<file path="src/hdl/rtpp_pkg.sv">
// Shared types, constants and tables for the rotating target plate block.
`default_nettype none
package rtpp_pkg;

  localparam int MAX_PLATES   = 8;
  localparam int POS_W        = 24;
  localparam int ANG_W        = 16;
  localparam int RAD_W        = 22;
  localparam int TRIG_W       = 16;
  localparam int CNT_W        = 4;
  localparam int IDX_W        = 3;
  localparam int CORDIC_STEPS = 20;
  localparam int CW           = 28;  // CORDIC datapath width, Q24 scale

  localparam logic [CNT_W-1:0] COUNT_RESET = CNT_W'(4);
  localparam logic [CNT_W-1:0] COUNT_MAX   = CNT_W'(MAX_PLATES);
  localparam logic [CNT_W-1:0] COUNT_ALT   = CNT_W'(4);

  localparam logic signed [17:0] PI_Q13      = 18'sd25736;
  localparam logic signed [17:0] TWO_PI_Q13  = 18'sd51472;
  localparam logic signed [17:0] WRAP_TWICE  = 18'sd77208;
  localparam logic signed [17:0] FOUR_PI_Q13 = 18'sd102944;

  localparam logic signed [CW-1:0] PI_Q24      = 28'sd52707179;
  localparam logic signed [CW-1:0] HALF_PI_Q24 = 28'sd26353589;
  localparam logic signed [CW-1:0] GAIN_Q24    = 28'sd10188014;

  localparam logic signed [CW-1:0] ATAN_Q24 [CORDIC_STEPS] = '{
    28'sd13176795, 28'sd7778716, 28'sd4110060, 28'sd2086331, 28'sd1047214,
    28'sd524117, 28'sd262123, 28'sd131069, 28'sd65536, 28'sd32768,
    28'sd16384, 28'sd8192, 28'sd4096, 28'sd2048, 28'sd1024,
    28'sd512, 28'sd256, 28'sd128, 28'sd64, 28'sd32
  };

  typedef struct packed {
    logic signed [POS_W-1:0] cx;
    logic signed [POS_W-1:0] cy;
    logic signed [POS_W-1:0] z;
    logic signed [ANG_W-1:0] angle;
    logic signed [RAD_W-1:0] r;
    logic [IDX_W-1:0]        idx;
    logic                    alt;
    logic                    last;
  } plate_job_t;

  // rounded plate spacing i*2pi/n in Q3.13
  function automatic logic [15:0] plate_step(input logic [CNT_W-1:0] n,
                                             input logic [IDX_W-1:0] i);
    logic [15:0] v;
    v = 16'd0;
    case ({n, i})
      {4'd2, 3'd1}: v = 16'd25736;
      {4'd3, 3'd1}: v = 16'd17157;
      {4'd3, 3'd2}: v = 16'd34315;
      {4'd4, 3'd1}: v = 16'd12868;
      {4'd4, 3'd2}: v = 16'd25736;
      {4'd4, 3'd3}: v = 16'd38604;
      {4'd5, 3'd1}: v = 16'd10294;
      {4'd5, 3'd2}: v = 16'd20589;
      {4'd5, 3'd3}: v = 16'd30883;
      {4'd5, 3'd4}: v = 16'd41178;
      {4'd6, 3'd1}: v = 16'd8579;
      {4'd6, 3'd2}: v = 16'd17157;
      {4'd6, 3'd3}: v = 16'd25736;
      {4'd6, 3'd4}: v = 16'd34315;
      {4'd6, 3'd5}: v = 16'd42893;
      {4'd7, 3'd1}: v = 16'd7353;
      {4'd7, 3'd2}: v = 16'd14706;
      {4'd7, 3'd3}: v = 16'd22059;
      {4'd7, 3'd4}: v = 16'd29413;
      {4'd7, 3'd5}: v = 16'd36766;
      {4'd7, 3'd6}: v = 16'd44119;
      {4'd8, 3'd1}: v = 16'd6434;
      {4'd8, 3'd2}: v = 16'd12868;
      {4'd8, 3'd3}: v = 16'd19302;
      {4'd8, 3'd4}: v = 16'd25736;
      {4'd8, 3'd5}: v = 16'd32170;
      {4'd8, 3'd6}: v = 16'd38604;
      {4'd8, 3'd7}: v = 16'd45038;
      default:      v = 16'd0;
    endcase
    return v;
  endfunction

  function automatic logic signed [POS_W-1:0] sat_pos(input logic signed [POS_W:0] v);
    logic signed [POS_W:0] hi;
    logic signed [POS_W:0] lo;
    hi = (POS_W+1)'({1'b0, {(POS_W-1){1'b1}}});
    lo = -hi - (POS_W+1)'(1);
    if (v > hi) return hi[POS_W-1:0];
    if (v < lo) return lo[POS_W-1:0];
    return v[POS_W-1:0];
  endfunction

endpackage
`default_nettype wire

</file>
<file path="src/hdl/rtpp_fifo.sv">
// Short request queue between the plate sequencer and the trig pipeline.
`default_nettype none
module rtpp_fifo #(
  parameter int DEPTH = 4
) (
  input  wire                 clk,
  input  wire                 rst_n,
  input  wire                 push,
  input  rtpp_pkg::plate_job_t push_data,
  input  wire                 pop,
  output rtpp_pkg::plate_job_t head,
  output logic                empty,
  output logic                full
);
  import rtpp_pkg::*;

  localparam int AW = (DEPTH > 1) ? $clog2(DEPTH) : 1;

  plate_job_t       mem_r [DEPTH];
  logic [AW-1:0]    wp_r, wp_nxt, rp_r, rp_nxt;
  logic [AW:0]      cnt_r, cnt_nxt;

  function automatic logic [AW-1:0] bump(input logic [AW-1:0] p);
    return (p == AW'(DEPTH - 1)) ? '0 : p + AW'(1);
  endfunction

  assign empty = (cnt_r == '0);
  assign full  = (cnt_r == (AW+1)'(DEPTH));
  assign head  = mem_r[rp_r];

  always_comb begin
    wp_nxt  = push ? bump(wp_r) : wp_r;
    rp_nxt  = pop ? bump(rp_r) : rp_r;
    cnt_nxt = cnt_r + (AW+1)'(push) - (AW+1)'(pop);
  end

  always_ff @(posedge clk) begin
    if (!rst_n) begin
      wp_r  <= '0;
      rp_r  <= '0;
      cnt_r <= '0;
    end else begin
      wp_r  <= wp_nxt;
      rp_r  <= rp_nxt;
      cnt_r <= cnt_nxt;
    end
  end

  always_ff @(posedge clk) begin
    if (push) begin
      mem_r[wp_r] <= push_data;
    end
  end
endmodule
`default_nettype wire

</file>
<file path="config.mk">
export PLATFORM = sky130hd
export DESIGN_NAME = rtpp_fifo
export DESIGN_NICKNAME = d
export VERILOG_FILES = /design/src/hdl/rtpp_pkg.sv /design/src/hdl/rtpp_fifo.sv
export SDC_FILE = /design/constraint.sdc
export NUM_CORES = 1
export LEC_CHECK = 0
export ABC_AREA = 1
export BUFFER_PORTS_ARGS = -buffer_cell sky130_fd_sc_hd__buf_4
export CAP_MARGIN = 20
export CORE_ASPECT_RATIO = 0.8
export CORE_MARGIN = 2
export CORE_UTILIZATION = 62
export DETAILED_ROUTE_END_ITERATION = 10
export PLACE_DENSITY = 0.89
export SYNTH_ARGS = -nofsm -noshare
export SYNTH_HDL_FRONTEND = slang
export SYNTH_SLANG_ARGS = --single-unit
export TNS_END_PERCENT = 100
</file>
<file path="constraint.sdc">
create_clock -name clk -period 6.1 [get_ports clk]
set_input_delay 0.305 -clock clk [delete_from_list [all_inputs] [get_ports clk]]
set_output_delay 0.305 -clock clk [all_outputs]
set_load 0.01 [all_outputs]
</file>
==> results of run 1 <==
-- flip-flops by register name, indices dropped and copies added, names as in the netlist, named ones only --
signal	cells
mem_r	460
cnt_r	3
rp_r	2
wp_r	2
-- cell usage in the layout (no fill, tap or decap) --
cell type                         n
sky130_fd_sc_hd__o21ai_0         27
sky130_fd_sc_hd__dfxtp_4          2
sky130_fd_sc_hd__o21ai_1         91
sky130_fd_sc_hd__bufinv_16        4
sky130_fd_sc_hd__inv_1          241
sky130_fd_sc_hd__inv_4            4
sky130_fd_sc_hd__nor2_1          10
sky130_fd_sc_hd__buf_4          243
sky130_fd_sc_hd__buf_16           1
sky130_fd_sc_hd__dlygate4sd3_1  116
sky130_fd_sc_hd__ha_1             7
sky130_fd_sc_hd__buf_12           2
sky130_fd_sc_hd__a21oi_2         60
sky130_fd_sc_hd__clkinv_1         7
sky130_fd_sc_hd__edfxtp_1       460
sky130_fd_sc_hd__clkinv_2         8
sky130_fd_sc_hd__clkbuf_8         3
sky130_fd_sc_hd__inv_6            3
sky130_fd_sc_hd__diode_2          2
sky130_fd_sc_hd__clkinvlp_4       3
sky130_fd_sc_hd__o211ai_2        56
sky130_fd_sc_hd__clkbuf_1         8
sky130_fd_sc_hd__nand3_1          1
sky130_fd_sc_hd__inv_2            1
sky130_fd_sc_hd__nor3_1           1
sky130_fd_sc_hd__clkinv_4         1
sky130_fd_sc_hd__o211ai_1        59
sky130_fd_sc_hd__nand2_1        241
sky130_fd_sc_hd__clkbuf_16       46
sky130_fd_sc_hd__a21oi_1         57
sky130_fd_sc_hd__dfxtp_1          7
sky130_fd_sc_hd__fa_1             1
-- through the flow --
stage                     cell area (sq um)  worst slack (ns)  std cells   util
after CTS                             23500              3.08       2183  0.775
after global placement                20900              3.54       1984  0.689
after global routing                  23600              2.88       2185  0.776
after floorplan                       19200              2.83       1403      -
final                                 23600              3.03       2186  0.776
after detailed placement              20900              3.48       1984  0.689
-- power breakdown --
group / internal (uW) / switching [uW]
clock: 1600 / 1160
sequential: 3690 / 52.5
combinational: 389 / 552
-- logic make-up after synthesis --
kind of cell    after synthesis
flops                       469
compound gates              350
buf+inv                     323
simple gates                253
fa+ha+maj                     8
-- worst max path at each step --
stage / start / end / cells after the start
2_1_floorplan: wp_r[0]$_SDFFE_PN0P_ / mem_r[2][0]$_DFFE_PP_ / 4
3_3_place_gp: wp_r[0]$_SDFFE_PN0P_ / mem_r[0][79]$_DFFE_PP_ / 5
3_5_place_dp: wp_r[1]$_SDFFE_PN0P_ / mem_r[0][77]$_DFFE_PP_ / 5
4_1_cts: flip-flop / head[107] / 5
5_1_grt: flip-flop / head[101] / 5
6_report: flip-flop / head[107] / 5
-- worst register-to-register path, delay by kind of cell, from the launching register on --
kind | cells | cell delay (ns)
simple gates | 1 | 0.10
fa+ha+maj | 1 | 0.17
flops | 1 | 0.35
buf+inv | 3 | 1.58
-- repair_timing --
action	CTS	global route
setup endpoints to repair	0	0
hold buffers	116	0
gates resized for setup	0	0
endpoints found under the hold margin	462	0
-- routing by layer --
metal / GRT usage / vias to the layer above
met3: 0.0623 / 91
met4: 0.0801 / 0
li1: - / 5551
met1: 0.319 / 5731
met2: 0.452 / 449
met5: 0 / -
-- area by class of cell --
type / count / share of cell area
Multi-Input combinational cell: 611 / 0.153
Clock buffer: 57 / 0.0518
Antenna cell: 2 / 0.000212
Clock inverter: 26 / 0.0103
Sequential cell: 469 / 0.594
Timing Repair Buffer: 362 / 0.129
Inverter: 246 / 0.0396
Tap cell: 413 / 0.0219
==> PnR_summary.wiki, run 1 <==
{| class="wikitable"
! Metric !! Value
|-
| Run status || completed
|-
| Cell count after synthesis || around 1400
|-
| Area share of fa/ha/maj cells after synthesis || 0.00562
|-
| Highest metal layer with signal wires || met4
|-
| Top achievable clock speed || approximately 0.33 GHz
|-
| I/O pins || around 240
|-
| Synth area leader || sky130_fd_sc_hd__edfxtp_1
|-
| DRC violations left || 0
|-
| Number of antenna violations at the first check in global routing || 2
|-
| Launching point of the worst reg2reg path || wp_r[0]$_SDFFE_PN0P_
|-
| Number of nets produced by synthesis || approximately 1500
|-
| Hold Path Cell Cnt || 4
|-
| Commonest cells in the synthesized netlist || sky130_fd_sc_hd__edfxtp_1 (460), sky130_fd_sc_hd__inv_1 (245), sky130_fd_sc_hd__nand2_1 (241), sky130_fd_sc_hd__o21ai_1 (91), sky130_fd_sc_hd__a21oi_2 (60)
|-
| Length of routed met2 wiring || ~21000 um
|-
| Crit-path leading delay family || buffers and inverters
|-
| Biggest fanout along the worst timing path || roughly 90
|-
| Reg area || around 14000 sq um
|-
| Initial Util || 0.630
|-
| Sum of routed wire length over all layers || approximately 41000 um
|-
| Maximum buffer depth of the clock tree || 3
|-
| Critical path arrival || 2.76 ns
|-
| Synth top area share || 0.721
|-
| Area growth, synth to finish || 23.1%
|-
| TritonCTS clock tree || done
|-
| Clk pin slew, worst setup/hold paths || ~0.060 ns
|-
| Clock tree skew after final layout || roughly 0.022 ns
|-
| Maximum number of pins on one net before global-route repair || between 150 and 200
|-
| Sequential-to-total area share from yosys stat || 0.731
|-
| Synth top area cells || sky130_fd_sc_hd__edfxtp_1 (72%), sky130_fd_sc_hd__inv_1 (4.8%), sky130_fd_sc_hd__nand2_1 (4.7%)
|-
| Global-route wire length before repair || 64900 um
|-
| Post-Syn Area per Cell || roughly 14 sq um
|-
| Peak per-stage delay on the critical path || approximately 0.84 ns
|-
| Endpoint of the worst-slack reg-to-reg timing path || mem_r[0][49]$_DFFE_PP_
|-
| Die outline area || between 30000 and 40000 sq um
|-
| Hold path startpoint || pop
|-
| Main flop type after synthesis || sky130_fd_sc_hd__edfxtp_1
|-
| CP required || 5.79 ns
|-
| Number of buffers added for setup after CTS || 0
|-
| Dominant combinational cell family by area after synthesis || compound AO/OA/AOI/OAI gates
|-
| Fraction of final layout cells with drive strength greater than 1 || 0.247
|-
| Total met3 wirelength after detailed routing || approximately 3200 um
|-
| Clk_lat worst skew || around 0.55 ns
|-
| Cell at the slowest stage of the critical path || sky130_fd_sc_hd__buf_4
|-
| Compound-Gate Fraction of Synth Area || 0.133
|-
| Port Buf Inserts || about 240
|-
| FF+latch count, synth || around 470
|-
| Least-Margin Pin Slew || between 1 and 1.5 ns
|-
| Number of flops mapped to enable cells by yosys || 460
|-
| Metal-1 WL || approximately 16000 um
|-
| Register-to-register setup slack || 3.48 ns
|-
| Final period util || 0.503
|-
| Average wire per standard cell || 18.9 um
|-
| Worst setup path category || reg2out
|-
| Maximum Capacitance Violations || 0
|-
| Total clock buffers created by CTS || 45
|-
| Most frequent cell after synthesis || sky130_fd_sc_hd__edfxtp_1
|-
| DP HPWL || 21500 um
|-
| Count of standard-cell rows || between 50 and 60
|-
| Depth of the worst register-to-register path || 5
|-
| WHS || ~0.083 ns
|-
| Core Area || 30400 sq um
|-
| Leak || 0.00919 uW
|-
| Startpoint Class || flip-flop
|-
| Worst rel slew slack || 0.287
|-
| Fill count || ~1600
|-
| GPL Wtd Cong || around 0.76
|-
| Endpoint class of the critical path || primary output
|-
| Detail Route Antenna Nets || 0
|-
| Mux share of post-synthesis cell area || 0
|-
| Simple-gate share of the synthesized area || 0.0497
|-
| Warning count from the yosys run || 0
|-
| Minimum clock period || between 3 and 4 ns
|-
| Die Y || approximately 160 um
|-
| Max-slew violations || 0
|-
| Global router's overall resource usage || 0.257
|-
| XOR/XNOR Fraction of Synth Area || 0
|-
| Final setup violation count || 0
|-
| PwrDens || roughly 320 nW/um^2
|-
| Fraction of registers with async set/reset || 0
|-
| Worst min-delay path category || in2reg
|-
| Number of clock sinks seen by CTS || approximately 470
|-
| Vias in the first global route || 12300
|-
| Via density per instance || about 5.4
|-
| Buffer cell driving the clock tree root || sky130_fd_sc_hd__clkbuf_16
|-
| Global route total overflow || 0
|-
| Chain of cells forming the critical path || buf_4 > nand2_1 > o211ai_1 > nand2_1 > buf_4
|-
| Multi-input gate area || between 3000 and 4000 sq um
|-
| Peak supply drop || about 0.29 mV
|-
| Die width || ~200 um
|-
| Setup repair after global routing missed its margin || false
|-
| H-tree depth reported by CTS || 2
|-
| Setup TNS || 0 ns
|-
| CP Buf/Inv Count || 2
|-
| Count of final hold-check violations || 0
|-
| Number of search-and-repair iterations in the first detailed-routing pass || 5
|-
| Initial DRC Count || between 900 and 1000
|-
| Final nets || about 1900
|-
| Number of unique standard cell types used by synthesis || 22
|-
| Detailed-route via count || ~12000
|-
| Power, Total || 7440 uW
|-
| Syn Std Cell Area || roughly 19000 sq um
|}
Power figures use the tool's default switching activity.
==> run 2: changes to the inputs <==
ABC_AREA = 0   (was 1)
CORE_UTILIZATION = 57   (was 62)
PLACE_DENSITY = 0.84   (was 0.89)
clock period = 2.95 ns   (was 6.1 ns; I/O delays follow)
==> run 2 against run 1 <==
Net effect:
- count of clock-buffer cells in the layout increased by 2
- first-iteration DRC count decreased by 37%
- worst hold slack improved by 0.27 ns
- sequential cell count unchanged
- critical path depth decreased by 2
- clock skew decreased by 0.0043 ns
- register-to-register slack got worse by 2.4 ns
- via count decreased by 30%
- critical endpoint is now head[105]
==> PnR_summary.wiki, run 2 <==
{| class="wikitable"
! Metric !! Value
|-
| Number of antenna violations at the first check in global routing || 5 (+3)
|-
| Total clock buffers created by CTS || 43 (-4.4%)
|-
| Detail Route Antenna Nets || 0 (unchanged)
|-
| Fill count || 1472 (-8.2%)
|-
| Biggest fanout along the worst timing path || 38 (-59%)
|-
| Count of final hold-check violations || 0 (unchanged)
|-
| Number of unique standard cell types used by synthesis || 18 (-18%)
|-
| Peak supply drop || 0.511 mV (+74%)
|-
| Synth top area share || 0.811 (+0.0899)
|-
| Die Y || 159 um (-1.6%)
|-
| Setup TNS || 0 ns (unchanged)
|-
| Final nets || 1160 (-38%)
|-
| Via density per instance || 5.74 (+6.2%)
|-
| Area growth, synth to finish || 29.5%
|-
| Final period util || 0.839
|-
| GPL Wtd Cong || 0.709 (-6.8%)
|-
| Leading cell types in the layout, fill and taps excluded || sky130_fd_sc_hd__edfxtp_1 (460), sky130_fd_sc_hd__buf_4 (239), sky130_fd_sc_hd__dlygate4sd3_1 (118), sky130_fd_sc_hd__mux4_2 (115), sky130_fd_sc_hd__clkbuf_16 (45)
|-
| Core Area || 29400 sq um (-3.4%)
|-
| Leading cell type in the layout, fill and taps excluded || sky130_fd_sc_hd__edfxtp_1
|-
| Port Buf Inserts || 235 (unchanged)
|-
| DRC violations left || 0 (unchanged)
|-
| Synth top area cells || sky130_fd_sc_hd__edfxtp_1 (81%), sky130_fd_sc_hd__mux4_2 (15%), sky130_fd_sc_hd__dfxtp_1 (1.1%)
|-
| Final setup violation count || 0 (unchanged)
|-
| Leak || 0.00756 uW (-18%)
|-
| Vias in the first global route || 8751 (-29%)
|-
| Syn Std Cell Area || 17000 sq um (-11%)
|-
| Number of flip-flops in the largest register || 460 (unchanged)
|-
| Clk_lat worst skew || 0.54 ns (about the same)
|-
| Least-Margin Pin Slew || 0.625 ns (-0.444 ns)
|-
| Top achievable clock speed || slightly above 0.4 GHz
|-
| Maximum number of pins on one net before global-route repair || 67 (-61%)
|-
| Critical path arrival || 2.33 ns (-0.43 ns)
|-
| Synth area leader || sky130_fd_sc_hd__edfxtp_1
|-
| Total cell area at the placement stage || 19400 sq um (-7.3%)
|-
| Number of clock sinks seen by CTS || 469 (unchanged)
|-
| Post-Syn Area per Cell || 26.4 sq um (+93%)
|-
| H-tree depth reported by CTS || 2 (unchanged)
|-
| Worst setup path category || reg2out
|-
| Maximum buffer depth of the clock tree || 3 (unchanged)
|-
| Buffer cell driving the clock tree root || sky130_fd_sc_hd__clkbuf_16
|-
| Die outline area || 31300 sq um (-3.2%)
|-
| Endpoint class of the critical path || primary output
|-
| Initial DRC Count || 622 (-37%)
|-
| DP HPWL || 19400 um (-9.7%)
|-
| Registers with the most flip-flops || mem_r: 460 flops, cnt_r: 3 flops
|-
| Fraction of final layout cells with drive strength greater than 1 || 0.411 (+0.164)
|-
| Sum of routed wire length over all layers || 36100 um (-12%)
|-
| Max-slew violations || 0 (unchanged)
|-
| Number of search-and-repair iterations in the first detailed-routing pass || 5 (unchanged)
|-
| Fraction of registers with async set/reset || 0 (unchanged)
|-
| Worst rel slew slack || 0.583 (+0.296)
|-
| FF+latch count, synth || 469 (unchanged)
|-
| Initial Util || 0.580 (-0.0503)
|-
| Minimum clock period || around 2.5 ns
|-
| Design Area, Final || 22100 sq um (-6.5%)
|-
| Commonest cells in the synthesized netlist || sky130_fd_sc_hd__edfxtp_1 (460), sky130_fd_sc_hd__mux4_2 (115), sky130_fd_sc_hd__buf_2 (13), sky130_fd_sc_hd__dfxtp_1 (9)
|-
| Average wire per standard cell || 25.0 um (+32%)
|-
| Number of flops mapped to enable cells by yosys || 460 (unchanged)
|-
| Clk pin slew, worst setup/hold paths || 0.07 ns (about the same)
|-
| Setup repair after global routing missed its margin || false
|-
| TritonCTS clock tree || done
|-
| Warning count from the yosys run || 0 (unchanged)
|-
| Die width || 197 um (-1.6%)
|-
| Global-route wire length before repair || 53300 um (-18%)
|-
| I/O pins || 236 (unchanged)
|-
| CP required || 2.80 ns (-2.99 ns)
|-
| Maximum Capacitance Violations || 0 (unchanged)
|-
| Sequential-to-total area share from yosys stat || 0.822 (+0.0911)
|-
| Top reg by flops || mem_r
|-
| Run status || completed
|-
| Global router's overall resource usage || 0.234 (-0.0228)
|-
| Count of standard-cell rows || 56 (-1.8%)
|-
| Worst min-delay path category || in2reg
|-
| Detailed-route via count || 8313 (-30%)
|-
| Post-cts resize count || 0 (unchanged)
|-
| Startpoint Class || flip-flop
|-
| Cell count after synthesis || 645 (-54%)
|-
| Clock tree skew after final layout || 0.0179 ns (-0.00427 ns)
|-
| Main flop type after synthesis || sky130_fd_sc_hd__edfxtp_1
|-
| PwrDens || 683 nW/um^2 (+120%)
|-
| Most frequent cell after synthesis || sky130_fd_sc_hd__edfxtp_1
|-
| Number of nets produced by synthesis || 772 (-50%)
|-
| Global route total overflow || 0 (unchanged)
|}
-- run 2: changes by cell type in the layout (fill, tap and decap cells not counted), sizes merged, moves of 7 or more --
cell    delta
a21oi    -115
nor2       -7
o211ai   -115
o21ai    -118
nand2    -241
mux4     +115
inv      -242
-- run 2: worst paths after layout --
path | start | endpoint | depth (start not counted) | slack, ns
worst max-delay path | flip-flop | head[105] | 3 | 0.48
worst min-delay path | push_data[9] | mem_r[3][9]$_DFFE_PP_ | 2 | 0.35
worst max register to register | wp_r[0]$_SDFFE_PN0P_ | mem_r[3][75]$_DFFE_PP_ | 3 | 1.07
worst min register to register | rp_r[0]$_SDFFE_PN0P_ | flip-flop | 2 | 0.50
-- run 2: where the power goes --
part	switching, uW	internal (uW)
Sequential	105	7610
Combinational	716	835
Clock	2310	3480
-- run 2: final cells by class --
class | instances | area, sq um | area share
Timing Repair Buffer | 369 | 3220 | 0.146
Clock inverter | 19 | 273 | 0.0124
Tap cell | 377 | 472 | 0.0214
Multi-Input combinational cell | 143 | 2850 | 0.129
Antenna cell | 4 | 10.0 | 0.000454
Sequential cell | 469 | 14000 | 0.635
Clock buffer | 59 | 1210 | 0.0548
Inverter | 7 | 26.3 | 0.00119
-- run 2: worst max-delay path, cell delays in order (launching register included) --
cell                      delay (ns)
sky130_fd_sc_hd__dfxtp_4        0.63
sky130_fd_sc_hd__buf_12         0.36
sky130_fd_sc_hd__mux4_2         0.60
sky130_fd_sc_hd__buf_4          0.17
-- run 2: timing repair --
action,4_1_cts,5_1_grt
buffers inserted,0,0
hold buffers,118,0
endpoints found under the hold margin,469,0
-- run 2: cell families after synthesis --
| family | count (synthesis) | share of synthesized area |
|---|---|---|
| AOI/OAI and AO/OA | 2 | 0.000588 |
| xor gates and xnor gates | 1 | 0.00140 |
| adders and majority gates | 8 | 0.00632 |
| buffers and inverters | 33 | 0.0113 |
| DFF | 469 | 0.822 |
| muxes | 117 | 0.153 |
| and+or+nand+nor | 15 | 0.00529 |
-- run 2: metal layers --
| metal | vias to the layer above | GRT usage | share of wire |
|---|---|---|---|
| met1 | 4325 | 0.305 | 0.38 |
| li1 | 3553 | - | - |
| met4 | 2 | 0.0616 | 0.020 |
| met5 | - | 0 | 0.00036 |
| met2 | 373 | 0.395 | 0.51 |
| met3 | 60 | 0.0676 | 0.088 |
-- run 2: through the flow --
step,worst slack (ns),power [uW],utilization,hold slack (ns),instances
6_report,0.475,15100,0.751,0.350,1447
3_5_place_dp,1.04,9240,0.660,0.351,1247
5_1_grt,0.337,15500,0.751,0.333,1447
4_1_cts,0.424,15100,0.751,0.321,1443
3_3_place_gp,1.05,9180,0.660,0.348,1247
2_1_floorplan,0.554,8520,-,0.246,645
