$ cat config.mk
export PLATFORM = sky130hd
export DESIGN_NAME = rtpp_front
export DESIGN_NICKNAME = d
export VERILOG_FILES = /design/src/hdl/rtpp_pkg.sv /design/src/hdl/rtpp_front.sv
export SDC_FILE = /design/constraint.sdc
export NUM_CORES = 1
export LEC_CHECK = 0
export ABC_AREA = 1
export BUFFER_PORTS_ARGS = -buffer_cell sky130_fd_sc_hd__buf_2
export CAP_MARGIN = 20
export CORE_MARGIN = 2
export CORE_UTILIZATION = 45
export CTS_CLUSTER_DIAMETER = 80
export DETAILED_ROUTE_END_ITERATION = 12
export GPL_TIMING_DRIVEN = 1
export PLACE_DENSITY = 0.82
export REMOVE_ABC_BUFFERS = 1
export SLEW_MARGIN = 20
export SYNTH_ARGS = -nofsm -noshare
export SYNTH_HDL_FRONTEND = slang
export SYNTH_SLANG_ARGS = --single-unit
$ cat constraint.sdc
create_clock -name clk -period 10.67 [get_ports clk]
set_input_delay 1.067 -clock clk [delete_from_list [all_inputs] [get_ports clk]]
set_output_delay 1.067 -clock clk [all_outputs]
set_load 0.02 [all_outputs]
$ cat src/hdl/rtpp_pkg.sv
// Shared types, constants and tables for the rotating target plate block.
`default_nettype none
package rtpp_pkg;

  localparam int MAX_PLATES   = 8;
  localparam int POS_W        = 24;
  localparam int ANG_W        = 16;
  localparam int RAD_W        = 22;
  localparam int TRIG_W       = 16;
  localparam int CNT_W        = 4;
  localparam int IDX_W        = 3;
  localparam int CORDIC_STEPS = 20;
  localparam int CW           = 28;  // CORDIC datapath width, Q24 scale

  localparam logic [CNT_W-1:0] COUNT_RESET = CNT_W'(4);
  localparam logic [CNT_W-1:0] COUNT_MAX   = CNT_W'(MAX_PLATES);
  localparam logic [CNT_W-1:0] COUNT_ALT   = CNT_W'(4);

  localparam logic signed [17:0] PI_Q13      = 18'sd25736;
  localparam logic signed [17:0] TWO_PI_Q13  = 18'sd51472;
  localparam logic signed [17:0] WRAP_TWICE  = 18'sd77208;
  localparam logic signed [17:0] FOUR_PI_Q13 = 18'sd102944;

  localparam logic signed [CW-1:0] PI_Q24      = 28'sd52707179;
  localparam logic signed [CW-1:0] HALF_PI_Q24 = 28'sd26353589;
  localparam logic signed [CW-1:0] GAIN_Q24    = 28'sd10188014;

  localparam logic signed [CW-1:0] ATAN_Q24 [CORDIC_STEPS] = '{
    28'sd13176795, 28'sd7778716, 28'sd4110060, 28'sd2086331, 28'sd1047214,
    28'sd524117, 28'sd262123, 28'sd131069, 28'sd65536, 28'sd32768,
    28'sd16384, 28'sd8192, 28'sd4096, 28'sd2048, 28'sd1024,
    28'sd512, 28'sd256, 28'sd128, 28'sd64, 28'sd32
  };

  typedef struct packed {
    logic signed [POS_W-1:0] cx;
    logic signed [POS_W-1:0] cy;
    logic signed [POS_W-1:0] z;
    logic signed [ANG_W-1:0] angle;
    logic signed [RAD_W-1:0] r;
    logic [IDX_W-1:0]        idx;
    logic                    alt;
    logic                    last;
  } plate_job_t;

  // rounded plate spacing i*2pi/n in Q3.13
  function automatic logic [15:0] plate_step(input logic [CNT_W-1:0] n,
                                             input logic [IDX_W-1:0] i);
    logic [15:0] v;
    v = 16'd0;
    case ({n, i})
      {4'd2, 3'd1}: v = 16'd25736;
      {4'd3, 3'd1}: v = 16'd17157;
      {4'd3, 3'd2}: v = 16'd34315;
      {4'd4, 3'd1}: v = 16'd12868;
      {4'd4, 3'd2}: v = 16'd25736;
      {4'd4, 3'd3}: v = 16'd38604;
      {4'd5, 3'd1}: v = 16'd10294;
      {4'd5, 3'd2}: v = 16'd20589;
      {4'd5, 3'd3}: v = 16'd30883;
      {4'd5, 3'd4}: v = 16'd41178;
      {4'd6, 3'd1}: v = 16'd8579;
      {4'd6, 3'd2}: v = 16'd17157;
      {4'd6, 3'd3}: v = 16'd25736;
      {4'd6, 3'd4}: v = 16'd34315;
      {4'd6, 3'd5}: v = 16'd42893;
      {4'd7, 3'd1}: v = 16'd7353;
      {4'd7, 3'd2}: v = 16'd14706;
      {4'd7, 3'd3}: v = 16'd22059;
      {4'd7, 3'd4}: v = 16'd29413;
      {4'd7, 3'd5}: v = 16'd36766;
      {4'd7, 3'd6}: v = 16'd44119;
      {4'd8, 3'd1}: v = 16'd6434;
      {4'd8, 3'd2}: v = 16'd12868;
      {4'd8, 3'd3}: v = 16'd19302;
      {4'd8, 3'd4}: v = 16'd25736;
      {4'd8, 3'd5}: v = 16'd32170;
      {4'd8, 3'd6}: v = 16'd38604;
      {4'd8, 3'd7}: v = 16'd45038;
      default:      v = 16'd0;
    endcase
    return v;
  endfunction

  function automatic logic signed [POS_W-1:0] sat_pos(input logic signed [POS_W:0] v);
    logic signed [POS_W:0] hi;
    logic signed [POS_W:0] lo;
    hi = (POS_W+1)'({1'b0, {(POS_W-1){1'b1}}});
    lo = -hi - (POS_W+1)'(1);
    if (v > hi) return hi[POS_W-1:0];
    if (v < lo) return lo[POS_W-1:0];
    return v[POS_W-1:0];
  endfunction

endpackage
`default_nettype wire

$ cat src/hdl/rtpp_front.sv
// Target intake and plate sequencer: one plate request per cycle into the queue unless it is full.
`default_nettype none
module rtpp_front (
  input  wire                             clk,
  input  wire                             rst_n,
  input  wire                             cfg_we,
  input  wire [rtpp_pkg::CNT_W-1:0]       cfg_wdata,
  input  wire                             in_valid,
  output logic                            in_stall,
  input  wire signed [rtpp_pkg::POS_W-1:0] in_center_x,
  input  wire signed [rtpp_pkg::POS_W-1:0] in_center_y,
  input  wire signed [rtpp_pkg::POS_W-1:0] in_center_z,
  input  wire signed [rtpp_pkg::ANG_W-1:0] in_yaw,
  input  wire [19:0]                      in_base_radius,
  input  wire signed [19:0]               in_radius_offset,
  input  wire signed [19:0]               in_height_offset,
  input  wire                             q_full,
  output logic                            q_push,
  output rtpp_pkg::plate_job_t            q_data
);
  import rtpp_pkg::*;

  logic [CNT_W-1:0]        count_r;
  logic [CNT_W-1:0]        n_eff, n_r;
  logic                    busy_r, busy_nxt;
  logic [IDX_W-1:0]        idx_r, idx_nxt;
  logic signed [POS_W-1:0] cx_r, cy_r, cz_r;
  logic signed [ANG_W-1:0] yaw_r;
  logic [19:0]             rb_r;
  logic signed [19:0]      roff_r, hoff_r;
  logic                    accept, last_issue, alt;
  logic signed [17:0]      sum, wrapped;

  always_ff @(posedge clk) begin
    if (!rst_n) begin
      count_r <= COUNT_RESET;
    end else if (cfg_we) begin
      count_r <= cfg_wdata;
    end
  end

  assign n_eff = (count_r > COUNT_MAX) ? COUNT_MAX : count_r;

  assign q_push     = busy_r && !q_full;
  assign last_issue = q_push && ({1'b0, idx_r} == n_r - CNT_W'(1));
  assign in_stall   = busy_r && !last_issue;
  assign accept     = in_valid && !in_stall;

  always_comb begin
    sum = $signed({{2{yaw_r[ANG_W-1]}}, yaw_r}) + $signed({2'b00, plate_step(n_r, idx_r)});
    if (sum > WRAP_TWICE)        wrapped = sum - FOUR_PI_Q13;
    else if (sum > PI_Q13)       wrapped = sum - TWO_PI_Q13;
    else if (sum <= -PI_Q13)     wrapped = sum + TWO_PI_Q13;
    else                         wrapped = sum;

    alt = (n_r == COUNT_ALT) && idx_r[0];

    q_data.cx    = cx_r;
    q_data.cy    = cy_r;
    q_data.z     = alt ? sat_pos($signed({cz_r[POS_W-1], cz_r}) +
                                 (POS_W+1)'(hoff_r)) : cz_r;
    q_data.angle = wrapped[ANG_W-1:0];
    q_data.r     = alt ? $signed({2'b00, rb_r}) + RAD_W'(roff_r)
                       : $signed({2'b00, rb_r});
    q_data.idx   = idx_r;
    q_data.alt   = alt;
    q_data.last  = ({1'b0, idx_r} == n_r - CNT_W'(1));
  end

  always_comb begin
    busy_nxt = busy_r;
    idx_nxt  = idx_r;
    if (last_issue) begin
      busy_nxt = 1'b0;
    end else if (q_push) begin
      idx_nxt = idx_r + IDX_W'(1);
    end
    if (accept) begin
      busy_nxt = (n_eff != '0);
      idx_nxt  = '0;
    end
  end

  always_ff @(posedge clk) begin
    if (!rst_n) begin
      busy_r <= 1'b0;
      idx_r  <= '0;
    end else begin
      busy_r <= busy_nxt;
      idx_r  <= idx_nxt;
    end
  end

  always_ff @(posedge clk) begin
    if (accept) begin
      n_r    <= n_eff;
      cx_r   <= in_center_x;
      cy_r   <= in_center_y;
      cz_r   <= in_center_z;
      yaw_r  <= in_yaw;
      rb_r   <= in_base_radius;
      roff_r <= in_radius_offset;
      hoff_r <= in_height_offset;
    end
  end
endmodule
`default_nettype wire

==> reports/qor.csv, run 1 <==
metric;value;unit
status;complete, no violations;
post_drt_via_cell_ratio;5.22;
yosysWarningCount;0;
hpwl;24.0;mm
syn_area_per_cell;8.29;sq um
fin_cells;1891;
yosys.cell_types.count;53;
ys_seq_area_share;44.4;%
clockRootBuffer;clkbuf_16;
routed_wl;30.7;mm
avgRoutedWirePerCell;16.2;um
p_int;1.27;mW
layout_min_cycle_time;6.82;ns
reg2reg_from;n_r[0];
grt_setup_unrepaired;false;
cts_buffer_depth;2;
seqPwrFrac;37.6;%
first_pass_iters;5;
crit_top_cell;nand2_1;
synthCells;1284;
post-place-ws;4.33;ns
whs_endpoint;count_r[2];
switching_share;36.8;%
setup_viol;0;
critical-path-slowest-cell;dfxtp_1;
clkTransAtPathRegs;0.07;ns
synth_area_leader_cell;edfxtp_1;
gr-total-overflow;0;
cts_resized;0;
drc;0;
vias;9863;
yosys.cell_count.top_type;nand2_1;
worst_setup_path_end_kind;output pin;
final_area;13000;sq um
whs;0.485;ns
portBuffers;273;
critPathMaxFanout;11;
syn_area;10700;sq um
postCtsSetupBuffers;0;
cts_max_level;4;
clkLatencyLatePin;0.43;ns
hold_start;count_r[2];
required;9.60;ns
grt_pass1_wl;47.2;mm
synth_top_area_share;42.9;%
first_iter_violations;774;
hp-class;reg -> reg;
r2r.worst_path.cells;11;
synth.area.top_cells;edfxtp_1, nand2_1, ha_1;
start_util;45.6;%
nets;1794;
drv_slew;0;
ys_async_sr_fraction;0;%
tns;0;ns
fmax;147;MHz
ant_nets;0;
slew_headroom;41.1;%
ys_ff_latch;160;
cap_violations;0;
worst_ir_drop_vdd;0.000134;V
postPlaceCellArea;12300;sq um
setup.worst_path.start_class;register;
power_frac_clock;31.6;%
grt_antenna_before_repair;6;
p_leak;6.16;nW
fp.dieW;158;um
cp.arrival;5.75;ns
num_rows;56;
synth_ff_type;edfxtp_1;
post-route-util;55.6;%
rr_endpoint;rb_r[19];
power_frac_comb;30.8;%
grt_pass1_vias;9444;
grt_max_degree;82;
total_power;2.01;mW
synthTopCellsByCount;nand2_1, nor2_1, edfxtp_1, inv_1, nand3_1;
powerDensity;155;nW/um^2
critPathMaxStageDelay;0.57;ns
final_hold_viol_count;0;
switchingPower;0.741;mW
cts-hold-fix-buffers;0;
clock-sinks;160;
coreArea;23300;sq um
timing.final.crit_share;63.9;%
track_usage;24.5;%
dpl.cell_count;1855;
critPathKind;reg -> out;
die_area;24900;sq um
ios;274;
cts_buffers;17;
synthToLayoutAreaGrowth;21.8;%
synth-edff-count;152;
tightest_slew;0.883;ns
holdPathStages;2;
setup_ws;3.85;ns
reg2reg_slack;5.82;ns
drive_gt1_share;22.1;%
gp_congestion;0.968;
cts_tree;yes;
die_h;158;um
skew;0.00609;ns
cells by family (layout without fill, tap and decap cells):
| group | after synthesis | count (layout) | share of synthesized area (%) |
|---|---|---|---|
| adder cells (fa/ha/maj) | 82 | 82 | 9.84 |
| AO/OA/AOI/OAI | 209 | 209 | 11.0 |
| other | 0 | 4 | 0 |
| buffers and inverters | 165 | 449 | 6.03 |
| AND/OR/NAND/NOR | 618 | 618 | 24.4 |
| flip-flops | 160 | 160 | 44.4 |
| XOR/XNOR | 50 | 50 | 4.32 |
flip-flops by register name, indices dropped and copies added, names as in the netlist:
register,flops
rb_r,20
busy_r,1
hoff_r,20
roff_r,20
yaw_r,16
cz_r,24
idx_r,3
cx_r,24
n_r,4
cy_r,24
count_r,4
cell usage in the layout (no fill, tap or decap), drive strengths merged, types with 15 or more instances in the layout:
master  instances
a21oi          78
nor3           15
ha             79
inv           144
nor2          164
edfxtp        152
clkbuf         17
nand2         322
xor2           27
xnor2          23
buf           277
nand3          93
o21ai          85
power by group through the flow:
stage	Clock [mW]	Sequential, mW	Combinational, mW
after floorplan	0	0.784	0.424
after global placement	0	0.770	0.605
after detailed placement	0	0.771	0.611
after CTS	0.645	0.758	0.615
after global routing	0.668	0.762	0.692
final	0.636	0.758	0.621
layout make-up:
| type | instances | area [sq um] |
|---|---|---|
| fillers | 2083 | 10400 |
| multi-input cells | 959 | 5280 |
| flip-flops and latches | 160 | 4720 |
| repair buffers | 277 | 1400 |
| inverters | 140 | 531 |
| clock buffers | 17 | 425 |
| well taps | 319 | 399 |
| clock inverters | 15 | 206 |
| diodes | 4 | 10.0 |
layer usage:
metal	wire, um	GRT usage [%]	vias up
met1	11400	26.3	4506
met5	22	0	-
met4	906	10.4	4
met2	16400	46.0	401
met3	1970	5.42	60
li1	-	-	4892
worst max-delay path, delay by kind of cell (launching register included):
kind	cells	cell delay [ns]
buffers and inverters	6	0.88
adders and majority gates	3	0.97
AOI/OAI and AO/OA	3	0.64
DFF	1	0.57
and+or+nand+nor	17	1.64
xor gates and xnor gates	2	0.60
worst max-delay path by stage:
stage	start	end	slack [ns]	depth (start not counted)
3_5_place_dp	idx_r[1]	q_data[31]	4.33	31
3_3_place_gp	idx_r[1]	q_data[42]	4.46	33
2_1_floorplan	n_r[0]	cx_r[0]	4.33	10
6_report	idx_r[1]	q_data[31]	3.85	31
5_1_grt	n_r[1]	q_data[31]	3.16	27
4_1_cts	idx_r[1]	q_data[31]	3.87	31
Note: power is estimated with default switching activity, not from simulation.
==> run 2: changes to the inputs <==
--- a/config.mk
+++ b/config.mk
@@ -13,7 +13,7 @@
 export CTS_CLUSTER_DIAMETER = 80
 export DETAILED_ROUTE_END_ITERATION = 12
 export GPL_TIMING_DRIVEN = 1
-export PLACE_DENSITY = 0.82
+export PLACE_DENSITY = 0.84
 export REMOVE_ABC_BUFFERS = 1
 export SLEW_MARGIN = 20
 export SYNTH_ARGS = -nofsm -noshare
==> constraint.sdc (replaced) <==
create_clock -name clk -period 6.05 [get_ports clk]
set_input_delay 0.605 -clock clk [delete_from_list [all_inputs] [get_ports clk]]
set_output_delay 0.605 -clock clk [all_outputs]
set_load 0.02 [all_outputs]
==> run 2 against run 1 <==
  * Die area unchanged
  * Cell area up 0.86%
  * Sequential cell count is the same
  * Highest routed layer unchanged
  * Critical path depth unchanged
  * Cell count grew 0.53%
  * Global-route usage up 0.21 points
  * Hold slack got worse by 0.15 ns
==> reports/qor.csv, run 2 (same netlist as run 1, synthesis figures left out) <==
metric;value;unit
ios;274;
powerDensity;275;nW/um^2
p_leak;6.21;nW
vias;10100;
start_util;45.6;%
critical-path-slowest-cell;dfxtp_2;
postPlaceCellArea;12400;sq um
grt_pass1_wl;47.7;mm
final_hold_viol_count;0;
top_regs;cx_r: 24 flops, cy_r: 24 flops, cz_r: 24 flops;
tightest_slew;0.821;ns
hpwl;24.2;mm
required;5.44;ns
grt_max_degree;88;
layout_min_cycle_time;5.60;ns
critPathKind;reg -> out;
grt_pass1_vias;9855;
die_h;158;um
crit_top_cell;nand2_1;
worst_ir_drop_vdd;0.000231;V
r2r.worst_path.cells;11;
reg2reg_slack;2.20;ns
die_area;24900;sq um
slew_headroom;45.3;%
num_rows;56;
first_pass_iters;6;
nets;1801;
n_fill_cell;2017;
gr-total-overflow;0;
post-route-util;56.1;%
synthToLayoutAreaGrowth;22.9;%
cp.arrival;5.00;ns
most-common-layout-cells;nand2_1, buf_2, nor2_1, edfxtp_1, inv_1;
hp-class;in -> reg;
postCtsSetupBuffers;0;
clockRootBuffer;clkbuf_16;
skew;0.0146;ns
cts_buffers;17;
fp.dieW;158;um
fmax;178;MHz
timing.final.crit_share;92.6;%
cap_violations;0;
cts_tree;yes;
gp_congestion;1.01;
clkLatencyLatePin;0.44;ns
reg2reg_from;n_r[0];
clkTransAtPathRegs;0.08;ns
drc;0;
worst_setup_path_end_kind;output pin;
rr_endpoint;hoff_r[3];
routed_wl;30.8;mm
coreArea;23300;sq um
critPathMaxFanout;11;
post_drt_via_cell_ratio;5.31;
track_usage;24.7;%
final_area;13100;sq um
avgRoutedWirePerCell;16.2;um
final_common_cell;nand2_1;
first_iter_violations;729;
grt_setup_unrepaired;false;
setup_viol;0;
critical_path.startpoint;idx_r[1];
clock-sinks;160;
drv_slew;0;
cp-endpoint;q_data[31];
setup.worst_path.start_class;register;
portBuffers;273;
status;complete, no violations;
drive_gt1_share;22.9;%
cts_buffer_depth;2;
cts_max_level;4;
ant_nets;0;
grt_antenna_before_repair;6;
critPathMaxStageDelay;0.44;ns
whs;0.333;ns
## run 2: cell count changes in the layout (fill, tap and decap cells not counted), sizes merged
cell    previous run  this run
buf              277       284
clkinv            11         7
diode              4         7
inv              144       148
## run 2: report_power, final
part	internal, mW	leakage (nW)	switching [mW]	total (mW)
sequential	1.30	1.52	0.0349	1.33
clock	0.588	0.313	0.566	1.15
combinational	0.386	4.38	0.729	1.11
total	2.27	6.21	1.33	3.60
## run 2: per-stage QoR
stage,TNS [ns],std cells,power (mW),setup WS (ns)
finish,0,1901,3.60,0.446
global route,0,1899,3.79,0.0245
CTS,0,1894,3.60,0.0150
detailed placement,0,1862,2.45,0.511
global placement,0,1862,2.43,0.781
floorplan,-43.90,1259,2.13,-0.289
## run 2: worst max-delay path: cells and delay by family, from the launching register on
family / cells / cell delay (ns)
buffers and inverters: 6 / 0.68
DFF: 1 / 0.44
adders and majority gates: 3 / 0.93
xor gates and xnor gates: 2 / 0.33
and+or+nand+nor: 17 / 1.50
AOI/OAI and AO/OA: 3 / 0.70
## run 2: repair_timing
action                                  CTS  global route
endpoints found under the setup margin    0            12
hold buffers                              0             0
resized for setup                         0             9
## run 2: area by class of cell
class | instances | area, sq um | share of cell area [%]
repair buffers | 284 | 1460 | 11.2
diodes | 7 | 17.5 | 0.134
flip-flops and latches | 160 | 4730 | 36.1
clock buffers | 17 | 425 | 3.25
well taps | 319 | 399 | 3.05
multi-input cells | 959 | 5300 | 40.5
clock inverters | 15 | 225 | 1.72
inverters | 140 | 531 | 4.05
## run 2: worst min path at each step
stage                     cells after the start                  from  slack [ns]         end
after floorplan                               2            count_r[0]        0.45  count_r[0]
after global placement                        2            count_r[0]        0.47  count_r[0]
after detailed placement                      2            count_r[0]        0.47  count_r[0]
after CTS                                     1  in_height_offset[14]        0.32  hoff_r[14]
after global routing                          1       in_center_y[18]        0.32    cy_r[18]
final                                         1       in_center_y[16]        0.33    cy_r[16]
## run 2: metal layers
metal | vias up | GRT usage, % | routed length [um]
li1 | 4909 | - | -
met1 | 4626 | 26.8 | 11300
met2 | 452 | 44.7 | 15800
met3 | 112 | 5.28 | 2130
met4 | 2 | 13.7 | 1640
met5 | - | 0 | 15
==> run 3: changes to the inputs <==
--- a/config.mk
+++ b/config.mk
@@ -8,9 +8,11 @@
 export ABC_AREA = 1
 export BUFFER_PORTS_ARGS = -buffer_cell sky130_fd_sc_hd__buf_2
 export CAP_MARGIN = 20
+export CORE_ASPECT_RATIO = 1.5
 export CORE_MARGIN = 2
 export CORE_UTILIZATION = 45
 export CTS_CLUSTER_DIAMETER = 80
+export CTS_CLUSTER_SIZE = 16
 export DETAILED_ROUTE_END_ITERATION = 12
 export GPL_TIMING_DRIVEN = 1
 export PLACE_DENSITY = 0.84
==> run 3 against run 2 <==
  * First-iteration DRC count down 32%
  * Sequential share of layout area up 0.11 points
  * Critical path depth down 4
  * Cell count down 0.21%
  * Register-to-register slack better by 0.04 ns
  * Power down 1.2%
  * Clock skew down 0.0086 ns
  * Routed wire length up 5.3%
  * Hold slack better by 0.0083 ns
  * Sequential cell count unchanged
  * Fmax down 0.85%
  * Critical endpoint is now q_data[42]
  * Largest power group unchanged
==> reports/qor.csv, run 3 (same netlist as run 1, synthesis figures left out) <==
metric;value;unit
track_usage;25.6;%
coreArea;23500;sq um
vias;10100;
start_util;45.4;%
drv_slew;0;
cts_max_level;4;
final_common_cell;nand2_1;
grt_setup_unrepaired;false;
die_h;192;um
grt_antenna_before_repair;2;
switching_share;36.9;%
worst_ir_drop_vdd;0.000333;V
final_area;13000;sq um
cap_violations;0;
fmax;177;MHz
num_rows;69;
cp.arrival;5.05;ns
gp_congestion;0.945;
slew_headroom;44.9;%
tightest_slew;0.826;ns
power_frac_comb;32.0;%
die_area;24900;sq um
powerDensity;273;nW/um^2
first_iter_violations;498;
setup.worst_path.start_class;register;
final_hold_viol_count;0;
total_power;3.56;mW
required;5.44;ns
status;complete, no violations;
routed_wl;32.5;mm
switchingPower;1.31;mW
nets;1801;
cts_buffer_depth;2;
setup_viol;0;
grt_max_degree;90;
hp-class;in -> reg;
postPlaceCellArea;12400;sq um
seqPwrFrac;37.5;%
hpwl;25.3;mm
grt_pass1_vias;9985;
critPathKind;reg -> out;
clkTransAtPathRegs;0.07;ns
fp.dieW;130;um
ant_nets;0;
clock-sinks;160;
drc;0;
portBuffers;273;
gr-total-overflow;0;
layout_min_cycle_time;5.65;ns
critPathMaxFanout;8;
first_pass_iters;5;
worst_setup_path_end_kind;output pin;
cts-hold-fix-buffers;0;
power_frac_clock;30.6;%
post_drt_via_cell_ratio;5.34;
avgRoutedWirePerCell;17.1;um
clockRootBuffer;clkbuf_16;
clkLatencyLatePin;0.43;ns
p_int;2.25;mW
top_regs;cx_r: 24 flops, cy_r: 24 flops, cz_r: 24 flops;
p_leak;6.19;nW
synthToLayoutAreaGrowth;22.5;%
skew;0.00603;ns
timing.final.crit_share;93.4;%
grt_pass1_wl;49.1;mm
drive_gt1_share;22.9;%
ios;274;
most-common-layout-cells;nand2_1, buf_2, nor2_1, edfxtp_1, inv_1;
cts_buffers;17;
cts_tree;yes;
-- run 3: timing repair --
action                     4_1_cts  5_1_grt
resized for setup                0       10
setup endpoints to repair        0       12
buffers inserted                 0        0
-- run 3: routing by layer --
layer,routed length [um],global-route usage [%],vias up
li1,-,-,4913
met1,10900,24.9,4661
met2,17800,49.1,456
met3,2190,5.32,91
met4,1560,14.2,0
met5,0,0,-
-- run 3: final cells by class --
cell class | count | area (sq um)
repair buffers | 284 | 1470
clock inverters | 15 | 184
diodes | 3 | 7.51
clock buffers | 17 | 425
multi-input cells | 959 | 5300
well taps | 319 | 399
inverters | 140 | 531
fillers | 2101 | 10400
flip-flops and latches | 160 | 4730
-- run 3: stage by stage --
stage	setup TNS, ns	util, %	instances	setup WS, ns	hold slack (ns)
after floorplan	-43.90	-	1259	-0.289	0.449
after global placement	0	52.9	1862	0.573	0.463
after detailed placement	0	52.9	1862	0.628	0.485
after CTS	0	55.5	1894	0.150	0.328
after global routing	0	55.5	1894	0.0105	0.331
final	0	55.6	1897	0.399	0.341
-- run 3: path summary, 6_finish.rpt --
kind	startpoint	end	slack, ns	depth (start not counted)
max	idx_r[0]	q_data[42]	0.40	27
min	in_height_offset[12]	hoff_r[12]	0.34	1
max reg2reg	n_r[0]	cz_r[23]	2.24	11
min reg2reg	count_r[0]	count_r[0]	0.49	2
-- run 3: worst max-delay path: stages (launching register included) --
cell and delay (ns):
dfxtp_2 0.37, inv_1 0.20, ha_1 0.28, nand2_1 0.10
inv_1 0.10, nor2_1 0.07, o221ai_1 0.19, o21ai_0 0.15
a221oi_2 0.31, ha_1 0.36, nand2_1 0.10, nand2_1 0.10
inv_2 0.07, nand2_2 0.08, nand2_2 0.07, nand2_2 0.07
xnor2_1 0.20, buf_4 0.21, ha_1 0.24, inv_1 0.09
nor3_1 0.27, o21ai_0 0.21, o21ai_0 0.25, nand2_1 0.09
xor2_1 0.16, nand2_1 0.07, nand2_1 0.06, buf_2 0.15
-- run 3: power groups by stage --
stage | combinational [mW] | clock [mW] | sequential [mW]
after floorplan | 0.747 | 0 | 1.38
after global placement | 1.10 | 0 | 1.35
after detailed placement | 1.11 | 0 | 1.36
after CTS | 1.12 | 1.10 | 1.33
after global routing | 1.25 | 1.14 | 1.34
final | 1.14 | 1.09 | 1.33
